<file path="config.mk">
export PLATFORM = sky130hd
export DESIGN_NAME = rpc_pre
export DESIGN_NICKNAME = d
export VERILOG_FILES = /design/src/hw/rtl/rect_polar_converter_defines.svh /design/src/hw/rtl/rpc_pkg.sv /design/src/hw/rtl/rpc_pre.sv
export SDC_FILE = /design/constraint.sdc
export NUM_CORES = 2
export LEC_CHECK = 0
export BUFFER_PORTS_ARGS = -buffer_cell sky130_fd_sc_hd__buf_2
export CAP_MARGIN = 20
export CORE_MARGIN = 4
export CORE_UTILIZATION = 40
export DETAILED_ROUTE_END_ITERATION = 16
export PLACE_DENSITY = 0.59
export SYNTH_ARGS = -nofsm -noshare
export SYNTH_HDL_FRONTEND = slang
export SYNTH_SLANG_ARGS = --single-unit
</file>
<file path="constraint.sdc">
create_clock -name clk -period 16.4 [get_ports clk]
set_input_delay 2.46 -clock clk [delete_from_list [all_inputs] [get_ports clk]]
set_output_delay 2.46 -clock clk [all_outputs]
set_load 0.02 [all_outputs]
</file>
<file path="src/hw/rtl/rect_polar_converter_defines.svh">
// Assertion macros shared by the rectangular / polar converter RTL.
`ifndef RECT_POLAR_CONVERTER_DEFINES_SVH
`define RECT_POLAR_CONVERTER_DEFINES_SVH

// Same-cycle implication, sampled on clk, off while rst is high.
`define RPC_ASSERT_IMP(lbl, ante, cons, msg) \
  lbl: assert property (@(posedge clk) disable iff (rst) (ante) |-> (cons)) \
    else $error(msg);

// Next-cycle implication, sampled on clk, off while rst is high.
`define RPC_ASSERT_NXT(lbl, ante, cons, msg) \
  lbl: assert property (@(posedge clk) disable iff (rst) (ante) |=> (cons)) \
    else $error(msg);

`endif

</file>
<file path="src/hw/rtl/rpc_pkg.sv">
// Types, constants and the arctangent table of the rectangular / polar converter.
package rpc_pkg;

  localparam int CORDIC_STAGES = 16;
  localparam int TABLE_LEN     = 31;
  localparam int NUM_STAGES    = (CORDIC_STAGES > TABLE_LEN) ? TABLE_LEN : CORDIC_STAGES;
  // pre (2) + rotations + post (2)
  localparam int LATENCY       = NUM_STAGES + 4;

  // Datapath width: Q16.18 coordinates with headroom for CORDIC growth.
  localparam int DW = 38;
  localparam int ZW = 32;

  localparam logic [29:0]        INV_GAIN    = 30'd652032874;
  localparam logic signed [15:0] QUARTER_ANG = 16'sd16384;
  localparam logic [ZW-1:0]      HALF_TURN   = 32'h8000_0000;

  localparam logic CMD_RECT  = 1'b0;
  localparam logic CMD_POLAR = 1'b1;

  typedef struct packed {
    logic        command;
    logic [31:0] first_value;
    logic [31:0] second_value;
  } req_t;

  typedef struct packed {
    logic [31:0] x_coord;
    logic [31:0] y_coord;
    logic [32:0] magnitude;
    logic [15:0] angle;
  } rsp_t;

  // Request data that rides alongside the rotation datapath.
  typedef struct packed {
    logic        cmd;
    logic        zero;
    logic [31:0] a;
    logic [31:0] b;
  } side_t;

  typedef struct packed {
    logic          valid;
    side_t         side;
    logic [DW-1:0] x;
    logic [DW-1:0] y;
    logic [ZW-1:0] z;
  } cordic_t;

  // round(atan(2^-i) * 2^31 / pi)
  function automatic logic [ZW-1:0] atan_entry(input logic [4:0] idx);
    logic [ZW-1:0] v;
    case (idx)
      5'd0:  v = 32'd536870912;
      5'd1:  v = 32'd316933406;
      5'd2:  v = 32'd167458907;
      5'd3:  v = 32'd85004756;
      5'd4:  v = 32'd42667331;
      5'd5:  v = 32'd21354465;
      5'd6:  v = 32'd10679838;
      5'd7:  v = 32'd5340245;
      5'd8:  v = 32'd2670163;
      5'd9:  v = 32'd1335087;
      5'd10: v = 32'd667544;
      5'd11: v = 32'd333772;
      5'd12: v = 32'd166886;
      5'd13: v = 32'd83443;
      5'd14: v = 32'd41722;
      5'd15: v = 32'd20861;
      5'd16: v = 32'd10430;
      5'd17: v = 32'd5215;
      5'd18: v = 32'd2608;
      5'd19: v = 32'd1304;
      5'd20: v = 32'd652;
      5'd21: v = 32'd326;
      5'd22: v = 32'd163;
      5'd23: v = 32'd81;
      5'd24: v = 32'd41;
      5'd25: v = 32'd20;
      5'd26: v = 32'd10;
      5'd27: v = 32'd5;
      5'd28: v = 32'd3;
      5'd29: v = 32'd1;
      5'd30: v = 32'd1;
      default: v = '0;
    endcase
    return v;
  endfunction

endpackage

</file>
<file path="src/hw/rtl/rpc_pre.sv">
// Front end: gain-scaled start vector, quadrant fold and zero detect.
module rpc_pre (
  input  logic            clk,
  input  logic            rst,
  input  logic            in_valid,
  input  rpc_pkg::req_t   req,
  output rpc_pkg::cordic_t cout
);

  // Stage 1 registers
  logic                         v1;
  rpc_pkg::side_t               side1;
  logic signed [62:0]           prod1;
  logic [rpc_pkg::DW-1:0]       rx1;
  logic [rpc_pkg::DW-1:0]       ry1;
  logic [rpc_pkg::ZW-1:0]       rz1;
  logic                         flip1;
  logic [rpc_pkg::ZW-1:0]       pz1;

  // Stage 2 register
  rpc_pkg::cordic_t             c2;

  logic signed [62:0]           prod_c;
  logic [rpc_pkg::DW-1:0]       ax_c;
  logic [rpc_pkg::DW-1:0]       by_c;
  logic                         neg_c;
  logic signed [15:0]           ain_c;
  logic                         flip_c;

  logic signed [62:0]           rnd_c;
  logic [rpc_pkg::DW-1:0]       px_c;

  always_comb begin
    prod_c = $signed(req.first_value) * $signed({1'b0, rpc_pkg::INV_GAIN});
    ax_c   = {{(rpc_pkg::DW-34){req.first_value[31]}}, req.first_value, 2'b00};
    by_c   = {{(rpc_pkg::DW-34){req.second_value[31]}}, req.second_value, 2'b00};
    neg_c  = req.first_value[31];
    ain_c  = $signed(req.second_value[15:0]);
    flip_c = (ain_c > rpc_pkg::QUARTER_ANG) || (ain_c < -rpc_pkg::QUARTER_ANG);
  end

  always_ff @(posedge clk) begin
    if (rst) begin
      v1 <= 1'b0;
    end else begin
      v1 <= in_valid;
    end
    side1.cmd  <= req.command;
    side1.zero <= (req.command == rpc_pkg::CMD_RECT) &&
                  (req.first_value == '0) && (req.second_value == '0);
    side1.a    <= req.first_value;
    side1.b    <= req.second_value;
    prod1      <= prod_c;
    // fold a left-half vector into the right half, angle starts at a half turn
    rx1        <= neg_c ? (~ax_c + 1'b1) : ax_c;
    ry1        <= neg_c ? (~by_c + 1'b1) : by_c;
    rz1        <= neg_c ? rpc_pkg::HALF_TURN : '0;
    flip1      <= flip_c;
    pz1        <= {req.second_value[15:0], 16'h0000} ^ (flip_c ? rpc_pkg::HALF_TURN : '0);
  end

  always_comb begin
    rnd_c = prod1 + 63'sd134217728;
    px_c  = {{(rpc_pkg::DW-35){rnd_c[62]}}, rnd_c[62:28]};
  end

  always_ff @(posedge clk) begin
    if (rst) begin
      c2.valid <= 1'b0;
    end else begin
      c2.valid <= v1;
    end
    c2.side <= side1;
    if (side1.cmd == rpc_pkg::CMD_RECT) begin
      c2.x <= rx1;
      c2.y <= ry1;
      c2.z <= rz1;
    end else begin
      c2.x <= flip1 ? (~px_c + 1'b1) : px_c;
      c2.y <= '0;
      c2.z <= pz1;
    end
  end

  assign cout = c2;

endmodule

</file>
; ---- Word level (Yosys, flattened, before mapping)
; Cells that the tools add are included.
[classes]
addsub = 4
n_mul = 1
magnitude_cmp = 2
mux = 6
bitwise = 5
n_reduce_logical = 5
[ops]
columns = cell, n
row1 = $add A38 B1 Y38 const B, 3
row2 = $not A38 Y38, 3
row3 = $mux W108, 1
row4 = $mux W38, 2
row5 = $logic_not A32 Y1, 2
row6 = $mux W32, 2
row7 = $add A63 B29 Y63 const B, 1
row8 = $mul A32 B30 Y62 const B, 1
row9 = $mux W33, 1
row10 = $xor A32 B32 Y32, 1
row11 = $gt A16 B16 Y1 const B, 1
row12 = $lt A16 B15 Y1 const B, 1
row13 = $logic_and A1 B1 Y1, 2
row14 = $logic_or A1 B1 Y1, 1
row15 = $not A1 Y1, 1
[totals]
reg_bits = 445
in_bits = 68
elab_cells = 45

; ---- Longest topological paths before layout
[logic_depth]
word_depth = 5
depth_mapped = 29
mapped_depth_nobuf = 28

; ---- Worst setup path after synthesis
; Ideal clock, no wire load.
[synth_timing]
path_type = input -> register
from = input port req[63] (netlist name)
to = register prod1[62]
arrival_time_ns = 10.250
setup_slack_ns = 6.035
path_stages = 27
cell_sequence = clkbuf_1 -> inv_2 -> clkbuf_1 -> ha_1 -> fa_1 -> inv_1 -> fa_1 -> inv_1 -> fa_1 -> inv_1 -> fa_1 -> inv_1 -> fa_1 -> fa_1 -> inv_1 -> fa_1 -> inv_1 -> ha_1 -> clkbuf_1 -> a21o_1 -> a21o_1 -> a21oi_1 -> nor2_1 -> a211oi_1 -> o21ai_0 -> or4_1 -> and3_1
[synth_between]
elab_chain_cells = 1
[synth_rtl]
columns = item, line
row1 = start: declaration, rpc_pre.sv:6  ; input rpc_pkg::req_t req,
row2 = $mul A32 B30 Y62, rpc_pre.sv:34  ; prod_c = $signed(req.first_value) * $signed({1'b0, rpc_pkg::INV_GAIN});
row3 = named net prod_c[62], rpc_pre.sv:23  ; logic signed [62:0] prod_c;
row4 = end signal: assignment, rpc_pre.sv:53  ; prod1 <= prod_c;
row5 = end: declaration, rpc_pre.sv:13  ; logic signed [62:0] prod1;
; The timed path passes the listed nets, and every way through them passes these cells.
; A chain may end at the register's enable or synchronous reset.

; ---- Worst setup path in the final report
[layout_timing]
from = input port req[39] (netlist name)
to = register prod1[62]
; Same word-level chain as after synthesis.

==> results.tsv <==
stage	metric	value	unit
timing	hold_ws	324	ps
synth	Synth Register Bits	332	
critical_path	Critical Path Sink Type	flop	
clock_network	Reg clk slew, reported paths	70	ps
min_path	Hold Path Class	flop to flop	
synth	prevailing post-synth register cell	dfxtp_1	
synth	number of instances in the synthesized netlist	2973	
place	gpl congestion	0.993	
layout	fillers	7179	
timing	f_max	101	MHz
clock_network	Post-CTS Resized	0	
layout	final-stage net count	4091	
detailed_routing	DR pass1 iterations	5	
detailed_routing	wire per inst	21.2	um
timing	Hold Fails Final Rpt	0	
place	Detailed Place HPWL	76.3	mm
global_route	initial antenna violation count	5	
timing	worst slew pin tran	814	ps
detailed_routing	initial DRC count	1526	
layout	area of the multi-input gates	0.0207	mm^2
timing	Max Slew Vio Count	0	
die	# rows	100	
global_route	vias in the first global route	20700	
layout	most common cell after layout, fill and taps aside	inv_1	
place	PortBufs	224	
synth	FFs w/ async S/R, synth	0	%
layout	commonest cells after routing, fill and taps aside	inv_1, fa_1, ha_1	
die	Die H	283	um
detailed_routing	# DRC	0	
die	io pins	243	
critical_path	CP dominant cell by count	fa_1	
timing	Max transition margin	45.7	%
detailed_routing	Vias	20500	
detailed_routing	ANT nets after route	0	
detailed_routing	DR vias/cell	4.89	
synth	register area share after synthesis	22.0	%
critical_path	Largest stage delay, worst path	560	ps
global_route	largest net degree at the start of global routing	69	
die	die area	0.0800	mm^2
clock_network	CTS tree	yes	
outcome	run status	complete, no violations	
critical_path	CP Class	primary input to flop	
critical_path	worst endpoint required time	16880	ps
clock_network	root buf cell	clkbuf_16	
clock_network	TritonCTS buffer count	38	
clock_network	H-tree level count	2	
synth	area share of the largest cell type after synthesis	27.9	%
layout	area delta synth->final	11.3	%
critical_path	Setup crit start kind	primary input	
die	initial core utilization	40.5	%
critical_path	CP max FO	10	
synth	synthesized cell area	0.0302	mm^2
timing	Max Clock Skew	30.8	ps
timing	final setup fails	0	
timing	setup tns final	0	ps
synth	EDFF count, synth	0	
clock_network	CTS sink count	332	
clock_network	hold buffer count at CTS	0	
clock_network	Post-CTS Setup Repair Bufs	0	
synth	cells taking the most area after synthesis	fa_1, dfxtp_1, ha_1	
global_route	global-route wire length before repair	132	mm
clock_network	Max clock buf depth	3	
global_route	total grt overflow	0	
synth	synth warn	0	
die	Die Wd	283	um
timing	Tmin final	9900	ps
layout	share of cells above drive strength 1	11.2	%
synth	syn avg cell area	10.2	um^2
job	max_cap viols	0	
layout	post-layout util	45.0	%
clock_network	clock latency at the later pin of the worst-skew pair	580	ps
synth	leading area contributor after synthesis	fa_1	
global_route	gr usage total	22.2	%
timing	Final period util	60.4	%
layout	register area	0.00665	mm^2
critical_path	Crit-path slowest cell	ha_1	
detailed_routing	DRT Wirelength	88.9	mm
timing	RSZ-0062 raised after global routing	no	
die	core area	0.0747	mm^2
critical_path	Arr. time, crit path	10380	ps
synth	Yosys cell types	83	
-- through the flow --
| step | worst slack, ps | instance area, um^2 | std cells |
|---|---|---|---|
| final | 6500 | 33600 | 4189 |
| after detailed placement | 5970 | 32300 | 4120 |
| after global placement | 6020 | 32300 | 4120 |
| after global routing | 6270 | 33600 | 4188 |
| after CTS | 6580 | 33600 | 4188 |
| after floorplan | 6030 | 30300 | 2992 |
-- kinds of logic after synthesis --
kind of cell	share of synthesized area [%]
xor gates and xnor gates	7.42
and+or+nand+nor	7.65
other	0.0124
adders and majority gates	44.9
DFF	22.0
muxes	1.31
AOI/OAI and AO/OA	6.90
buffers and inverters	9.83
-- cell usage after synthesis, types with 49 or more instances --
master     n
inv_1    692
fa_1     421
ha_1     411
dfxtp_1  332
xnor2_1  149
nand2_1  122
xor2_1   107
a21oi_1   98
o21ai_0   70
nor2_1    61
nor2b_1   51
a21o_1    49
-- layer usage --
metal  track usage [%]  up-vias  share of wire [%]
li1                  -     9707                  -
met1              32.2     9994                 46
met2              35.0      665                 44
met3              3.55      111                6.9
met4              5.45        2                2.6
met5                 0        -              0.011
-- final timing paths --
path | slack [ps] | to | startpoint | depth (start not counted)
min | 320 | cout[165] | side1[57] | 0
min reg2reg | 320 | cout[165] | side1[57] | 0
max | 6500 | prod1[62] | req[39] | 25
max reg2reg | 12890 | cout[104] | prod1[27] | 10
-- worst max-delay path: cells and delay by family --
family / cells / cell delay, ps
adder cells (fa/ha/maj): 9 / 4270
XOR/XNOR: 1 / 290
buffers and inverters: 6 / 660
AO/OA/AOI/OAI: 7 / 2070
AND/OR/NAND/NOR: 2 / 590
-- final cells by class --
cell class	count	area share, %
multi-input combinational	1896	61.5
sequential	332	19.8
inverter	694	7.74
tap	969	3.60
timing repair buffer	229	3.45
clock buffer	47	3.02
clock inverter	21	0.967
antenna	1	0.00744
-- registers in the layout, indices dropped and copies added, names as in the netlist --
register	count
rx1	35
cout	157
prod1	36
flip1	1
v1	1
rz1	1
side1	65
ry1	35
pz1	1
Power is left out: the tool's default activity adds up to more than one toggle a clock period on the data nets, which glitch-free logic cannot reach.
