`src/hw/rtl/rect_polar_converter_defines.svh`:
```
// Assertion macros shared by the rectangular / polar converter RTL.
`ifndef RECT_POLAR_CONVERTER_DEFINES_SVH
`define RECT_POLAR_CONVERTER_DEFINES_SVH

// Same-cycle implication, sampled on clk, off while rst is high.
`define RPC_ASSERT_IMP(lbl, ante, cons, msg) \
  lbl: assert property (@(posedge clk) disable iff (rst) (ante) |-> (cons)) \
    else $error(msg);

// Next-cycle implication, sampled on clk, off while rst is high.
`define RPC_ASSERT_NXT(lbl, ante, cons, msg) \
  lbl: assert property (@(posedge clk) disable iff (rst) (ante) |=> (cons)) \
    else $error(msg);

`endif

```
`src/hw/rtl/rpc_pkg.sv`:
```
// Types, constants and the arctangent table of the rectangular / polar converter.
package rpc_pkg;

  localparam int CORDIC_STAGES = 16;
  localparam int TABLE_LEN     = 31;
  localparam int NUM_STAGES    = (CORDIC_STAGES > TABLE_LEN) ? TABLE_LEN : CORDIC_STAGES;
  // pre (2) + rotations + post (2)
  localparam int LATENCY       = NUM_STAGES + 4;

  // Datapath width: Q16.18 coordinates with headroom for CORDIC growth.
  localparam int DW = 38;
  localparam int ZW = 32;

  localparam logic [29:0]        INV_GAIN    = 30'd652032874;
  localparam logic signed [15:0] QUARTER_ANG = 16'sd16384;
  localparam logic [ZW-1:0]      HALF_TURN   = 32'h8000_0000;

  localparam logic CMD_RECT  = 1'b0;
  localparam logic CMD_POLAR = 1'b1;

  typedef struct packed {
    logic        command;
    logic [31:0] first_value;
    logic [31:0] second_value;
  } req_t;

  typedef struct packed {
    logic [31:0] x_coord;
    logic [31:0] y_coord;
    logic [32:0] magnitude;
    logic [15:0] angle;
  } rsp_t;

  // Request data that rides alongside the rotation datapath.
  typedef struct packed {
    logic        cmd;
    logic        zero;
    logic [31:0] a;
    logic [31:0] b;
  } side_t;

  typedef struct packed {
    logic          valid;
    side_t         side;
    logic [DW-1:0] x;
    logic [DW-1:0] y;
    logic [ZW-1:0] z;
  } cordic_t;

  // round(atan(2^-i) * 2^31 / pi)
  function automatic logic [ZW-1:0] atan_entry(input logic [4:0] idx);
    logic [ZW-1:0] v;
    case (idx)
      5'd0:  v = 32'd536870912;
      5'd1:  v = 32'd316933406;
      5'd2:  v = 32'd167458907;
      5'd3:  v = 32'd85004756;
      5'd4:  v = 32'd42667331;
      5'd5:  v = 32'd21354465;
      5'd6:  v = 32'd10679838;
      5'd7:  v = 32'd5340245;
      5'd8:  v = 32'd2670163;
      5'd9:  v = 32'd1335087;
      5'd10: v = 32'd667544;
      5'd11: v = 32'd333772;
      5'd12: v = 32'd166886;
      5'd13: v = 32'd83443;
      5'd14: v = 32'd41722;
      5'd15: v = 32'd20861;
      5'd16: v = 32'd10430;
      5'd17: v = 32'd5215;
      5'd18: v = 32'd2608;
      5'd19: v = 32'd1304;
      5'd20: v = 32'd652;
      5'd21: v = 32'd326;
      5'd22: v = 32'd163;
      5'd23: v = 32'd81;
      5'd24: v = 32'd41;
      5'd25: v = 32'd20;
      5'd26: v = 32'd10;
      5'd27: v = 32'd5;
      5'd28: v = 32'd3;
      5'd29: v = 32'd1;
      5'd30: v = 32'd1;
      default: v = '0;
    endcase
    return v;
  endfunction

endpackage

```
`src/hw/rtl/rpc_post.sv`:
```
// Back end: gain compensation, rounding, saturation and result register.
module rpc_post (
  input  logic             clk,
  input  logic             rst,
  input  rpc_pkg::cordic_t cin,
  output logic             done,
  output rpc_pkg::rsp_t    result
);

  function automatic logic [31:0] sat32(input logic [36:0] v);
    logic [31:0] r;
    if (!v[36] && (v[35:31] != 5'b00000)) begin
      r = 32'h7FFF_FFFF;
    end else if (v[36] && (v[35:31] != 5'b11111)) begin
      r = 32'h8000_0000;
    end else begin
      r = v[31:0];
    end
    return r;
  endfunction

  // Stage 1 registers
  logic            v1;
  rpc_pkg::side_t  side1;
  logic [47:0]     lo1;
  logic [47:0]     hi1;
  logic [15:0]     ang1;
  logic [31:0]     xs1;
  logic [31:0]     ys1;

  logic signed [38:0] xr_c;
  logic signed [38:0] yr_c;
  logic [31:0]        zr_c;

  always_comb begin
    xr_c = $signed({cin.x[rpc_pkg::DW-1], cin.x}) + 39'sd2;
    yr_c = $signed({cin.y[rpc_pkg::DW-1], cin.y}) + 39'sd2;
    zr_c = cin.z + 32'd32768;
  end

  always_ff @(posedge clk) begin
    if (rst) begin
      v1 <= 1'b0;
    end else begin
      v1 <= cin.valid;
    end
    side1 <= cin.side;
    // split the gain multiply into two 18 x 30 partial products
    lo1   <= 48'(cin.x[17:0]) * 48'(rpc_pkg::INV_GAIN);
    hi1   <= 48'(cin.x[35:18]) * 48'(rpc_pkg::INV_GAIN);
    ang1  <= zr_c[31:16];
    xs1   <= sat32(xr_c[38:2]);
    ys1   <= sat32(yr_c[38:2]);
  end

  logic [65:0] psum_c;
  logic [32:0] mag_c;

  always_comb begin
    psum_c = {hi1, 18'b0} + {18'b0, lo1} + 66'h0_8000_0000;
    mag_c  = (psum_c[65:64] != 2'b00) ? 33'h0_FFFF_FFFF : {1'b0, psum_c[63:32]};
  end

  always_ff @(posedge clk) begin
    if (rst) begin
      done <= 1'b0;
    end else begin
      done <= v1;
    end
    if (side1.cmd == rpc_pkg::CMD_RECT) begin
      result.x_coord   <= side1.a;
      result.y_coord   <= side1.b;
      result.magnitude <= side1.zero ? '0 : mag_c;
      result.angle     <= side1.zero ? '0 : ang1;
    end else begin
      result.x_coord   <= xs1;
      result.y_coord   <= ys1;
      result.magnitude <= {side1.a[31], side1.a};
      result.angle     <= side1.b[15:0];
    end
  end

endmodule

```
`config.mk`:
```
export PLATFORM = sky130hd
export DESIGN_NAME = rpc_post
export DESIGN_NICKNAME = d
export VERILOG_FILES = /design/src/hw/rtl/rect_polar_converter_defines.svh /design/src/hw/rtl/rpc_pkg.sv /design/src/hw/rtl/rpc_post.sv
export SDC_FILE = /design/constraint.sdc
export NUM_CORES = 2
export LEC_CHECK = 0
export BUFFER_PORTS_ARGS = -buffer_cell sky130_fd_sc_hd__buf_2
export CELL_PAD_IN_SITES_DETAIL_PLACEMENT = 1
export CELL_PAD_IN_SITES_GLOBAL_PLACEMENT = 2
export CORE_MARGIN = 2
export CORE_UTILIZATION = 40
export CTS_CLUSTER_SIZE = 24
export DETAILED_ROUTE_END_ITERATION = 8
export PLACE_DENSITY_LB_ADDON = 0.1
export SYNTH_ARGS = -nofsm -noshare
export SYNTH_HDL_FRONTEND = slang
export SYNTH_SLANG_ARGS = --single-unit
```
`constraint.sdc`:
```
create_clock -name clk -period 18.8 [get_ports clk]
set_input_delay 0.94 -clock clk [delete_from_list [all_inputs] [get_ports clk]]
set_output_delay 0.94 -clock clk [all_outputs]
set_load 0.1 [all_outputs]
```
-- Yosys cells after proc, flatten, opt, wreduce, memory -nomap -nowiden
Index checks and enable logic that the tools add are counted.
W data, S select, Z words.
- bits in read-only memories: 0
- output and inout bits: 114
- latch bits: 0
- bits of input ports: 177
- register bits after elaboration: 355
- memory bits (writable): 0
- memories kept: 0
- word-level logic and storage cells: 39
- order comparisons: 0
- add/subtract/negate cells: 5
- reductions and logical operators: 9
- bitwise gates (word level): 0
- shift-type cells: 0
- mux-type cells: 6
- multiply operators: 2
- div/mod/pow operators: 0
- eq/ne operators: 2
- operators with widths (cell ; number):
    $mux W32 ; 4
    $mux W113 ; 1
    $mul A18 B29 Y47 const B ; 2
    $add A38 B3 Y39 const B ; 2
    $add A66 B32 Y66 const B ; 1
    $add A66 B48 Y66 ; 1
    $add A32 B16 Y32 const B ; 1
    $mux W16 ; 1
    $ne A5 B5 Y1 const B ; 2
    $reduce_bool A5 Y1 ; 2
    $logic_and A1 B1 Y1 ; 4
    $logic_not A1 Y1 ; 2
    $reduce_bool A2 Y1 ; 1

-- Depth between registers and ports, before layout
- depth after elaboration: 6
- mapped depth: 24
- depth with buffers taken out: 24

-- Least setup slack after synthesis
Ideal clock, no wire load.
- kind: in2reg
- start: input port cin[77] (netlist name)
- end: register lo1[47]
- cell stages on the path: 24
- path buffers: 0
- arrival: 6.693 ns
- required time: 18.677 ns
- library setup time: 0.123 ns
- setup slack: 11.984 ns
- cell sequence: inv_1 > ha_1 > inv_1 > fa_1 > inv_1 > fa_1 > inv_1 > fa_1 > fa_1 > inv_1 > fa_1 > inv_1 > ha_1 > a21o_1 > a21o_1 > a21o_1 > a211oi_1 > a21oi_1 > o2111ai_1 > o211ai_1 > and4_1 > a2111oi_2 > o21bai_1 > xor2_1
- longest elaborated chain between the ends: 1
- RTL lines (item ; line ; source):
    start: declaration ; rpc_post.sv:5 ; input rpc_pkg::cordic_t cin,
    $mul A18 B29 Y47 ; rpc_post.sv:49 ; lo1 <= 48'(cin.x[17:0]) * 48'(rpc_pkg::INV_GAIN);
    end signal: assignment ; rpc_post.sv:49 ;
    end: declaration ; rpc_post.sv:25 ; logic [47:0] lo1;
Every way passes these cells.
A chain may end at the register's enable or synchronous reset.

-- Worst setup path in the final report
- start: input port cin[95] (netlist name)
- end: register hi1[47]
- longest elaborated chain between the ends: 1
- RTL lines (item ; line ; source):
    $mul A18 B29 Y47 ; rpc_post.sv:50 ; hi1 <= 48'(cin.x[35:18]) * 48'(rpc_pkg::INV_GAIN);
    end signal: assignment ; rpc_post.sv:50 ;
    end: declaration ; rpc_post.sv:26 ; logic [47:0] hi1;
Every way passes these cells.

==> results_dict.tcl <==
set metrics [dict create \
    final_common_cell "inv_1" \
    reg2reg_setup_slack_ns 14.47 \
    fin_worst_hold_slack_ns 0.430 \
    area_share_of_the_largest_cell_type_after_synthesis 0.281 \
    floorplan.die.width_um 275 \
    worstHoldEndpoint "result[9]" \
    syn_area_um2 29400 \
    yosys_register_bits 337 \
    cp-start-kind "input pin" \
    r2r_end "result[23]" \
    layout_common_cells "707 x inv_1, 412 x fa_1, 390 x ha_1" \
    routed-wl-met2_um 42300 \
    worst-r2r-cell-count 14 \
    finish.net_count 4149 \
    clk_pin_slew_ns 0.06 \
    period_share 0.419 \
    first_pass_grt_wire_length_um 142000 \
    setup_violations 0 \
    clkLatencyLatePin_ns 0.56 \
    final-seq-area_um2 6750 \
    total_vias_in_the_final_route 20670 \
    global_route.usage.total 0.253 \
    pin_count 291 \
    antenna_left 0 \
    met3RoutedLength_um 4550 \
    critical_path_class "input pin to flip-flop" \
    syn2layout_area_growth_pct 12.9 \
    final_cell_count_no_fill 4164 \
    worst_pin_slew_ns 1.15 \
    type_of_destination_of_the_critical_path "flip-flop" \
    detail_route.first_pass.iterations 5 \
    timing.hold.worst.class "flip-flop to flip-flop" \
    detail_route.vias_per_cell 4.96 \
    synth_sequential_area_ratio 0.230 \
    overflow 0 \
    fp.dieH_um 275 \
    wirelength_met1_um 43500 \
    postCtsSetupBuffers 0 \
    design.die.area_um2 75600 \
    via_count_of_the_first_global_routing_pass 23088 \
    rows 99 \
    number_of_antenna_violations_at_the_first_check_in_global_routing 8 \
    hold_path_startpoint "ang1[9]" \
    place.port_buffers 274 \
    hold_path_depth 1 \
    place_congestion 0.910 \
    rsz0062_at_grt "no" \
    ys.flop_type "dfxtp_1" \
    floorplan.initialDensity 0.403 \
    fill_cells 8232 \
    placed_cell_count 4089 \
    detailedRoute.firstIterationViolations 908 \
    tritoncts_clock_tree "built" \
    hpwlAfterDp_um 81100 \
    worstReg2RegStart "lo1[23]" \
    totalWireLength_um 92800 \
    worst_ep_arrival_time_ns 8.32 \
    cts_inserted_buffers 38 \
    worstPathMaxFanout 9 \
    synth_warnings 0 \
    syn_avg_cell_area_um2 10.1 \
    synth-edff-count 0 \
    grt_start_max_net_pins 77 \
    timing.final.hold_violations 0 \
    max_slew_margin 0.233 \
    detail_route.drc_violations 0 \
    number_of_max_cap_violations 0 \
    drive_gt1_frac 0.138 \
    layout.core_utilization 0.455 \
    cts_max_level 2 \
    clock-root-buffer "clkbuf_16" \
    required_time_reported_for_the_critical_path_endpoint_ns 19.25 \
    worst_case_clock_buffer_depth 3 \
    syn_inst 2898 \
    fin_tns_setup_ns 0 \
    final_period_minus_worst_setup_slack_ns 7.88 \
    clock_skew_ns 0.0321 \
    ys_async_sr_fraction 0 \
    top_layer_used "met5" \
    max_clock_freq_mhz 127 \
    synthesized_nets 3877 \
    synth_top_area_cell "fa_1" \
    area_of_combinational_cells_with_multiple_inputs_um2 19800 \
    core_area_um2 72800 \
    total_of_cells_resized_after_clock_tree_synthesis 0 \
    netlist_top_cells_area "fa_1 28%, dfxtp_1 23%, ha_1 17%" \
    hold_buffers 0 \
    status "completed" \
    cts_sinks 337 \
    ys_types 71 \
    slew_violations 0 \
    wl_per_cell_um 22.3 \
]
[synthesized netlist by cell type, drive strengths merged (30+ instances only)]
master and number:
a21oi 76, nand3 55, nand2 111, xor2 71, dfxtp 337, nor2 80
xnor2 109, inv 707, fa 412, nand4 30, mux2 66, ha 390
o21ai 121, a21o 54, clkbuf 36
[worst max-delay path, cell delays in order]
cell	delay, ns
buf_2	0.35
ha_1	0.43
inv_1	0.21
fa_1	0.71
inv_1	0.10
fa_1	0.51
inv_1	0.05
fa_1	0.48
fa_1	0.57
inv_1	0.06
fa_1	0.51
ha_1	0.43
a21oi_1	0.25
and3_1	0.18
and3_1	0.24
nor4_1	0.16
o21ai_0	0.27
o211ai_1	0.19
a31o_2	0.31
o41ai_1	0.88
o21ai_0	0.26
xor2_1	0.19
[registers in the layout, indices dropped and copies added (netlist names)]
| name | count |
|---|---|
| side1 | 66 |
| v1 | 1 |
| ang1 | 16 |
| hi1 | 47 |
| result | 113 |
| ys1 | 32 |
| xs1 | 32 |
| lo1 | 29 |
| done | 1 |
[kinds of logic (layout without fill, tap and decap cells)]
kind of cell             count (synthesis)  in the layout  synth area share
AO/OA/AOI/OAI                          359            359            0.0797
XOR/XNOR                               180            180            0.0537
adder cells (fa/ha/maj)                802            802             0.447
buffers and inverters                  754           1054            0.0971
flip-flops                             337            337             0.230
multiplexers                            67             67            0.0258
other                                    0              7                 0
AND/OR/NAND/NOR                        399            399            0.0674
[layer usage]
| layer | GRT usage | vias up |
|---|---|---|
| li1 | - | 9712 |
| met3 | 0.0430 | 105 |
| met1 | 0.350 | 10465 |
| met5 | 0 | - |
| met4 | 0.0684 | 4 |
| met2 | 0.408 | 384 |
[metrics by stage]
stage | area [µm²] | setup WS [ns]
floorplan | 29400 | 11.98
CTS | 33200 | 11.02
global placement | 31800 | 10.48
finish | 33200 | 10.92
global route | 33200 | 10.65
detailed placement | 31800 | 10.45
[how the worst max path moves through the flow]
| stage | from | cells past startpoint | endpoint |
|---|---|---|---|
| 6_report | cin[95] | 22 | hi1[47] |
| 4_1_cts | cin[95] | 22 | hi1[47] |
| 2_1_floorplan | cin[77] | 24 | lo1[47] |
| 3_3_place_gp | cin[95] | 22 | hi1[47] |
| 3_5_place_dp | cin[95] | 22 | hi1[47] |
| 5_1_grt | cin[95] | 22 | hi1[47] |
[layout make-up]
| class | instances | area share |
|---|---|---|
| tap | 959 | 0.0362 |
| multi-input combinational | 1807 | 0.597 |
| clock buffer | 52 | 0.0324 |
| inverter | 708 | 0.0801 |
| timing repair buffer | 278 | 0.0422 |
| clock inverter | 16 | 0.00788 |
| antenna | 7 | 0.000528 |
| sequential | 337 | 0.204 |
Power is left out: the tool's default activity adds up to more than one toggle a clock period on the data nets, which glitch-free logic cannot reach.
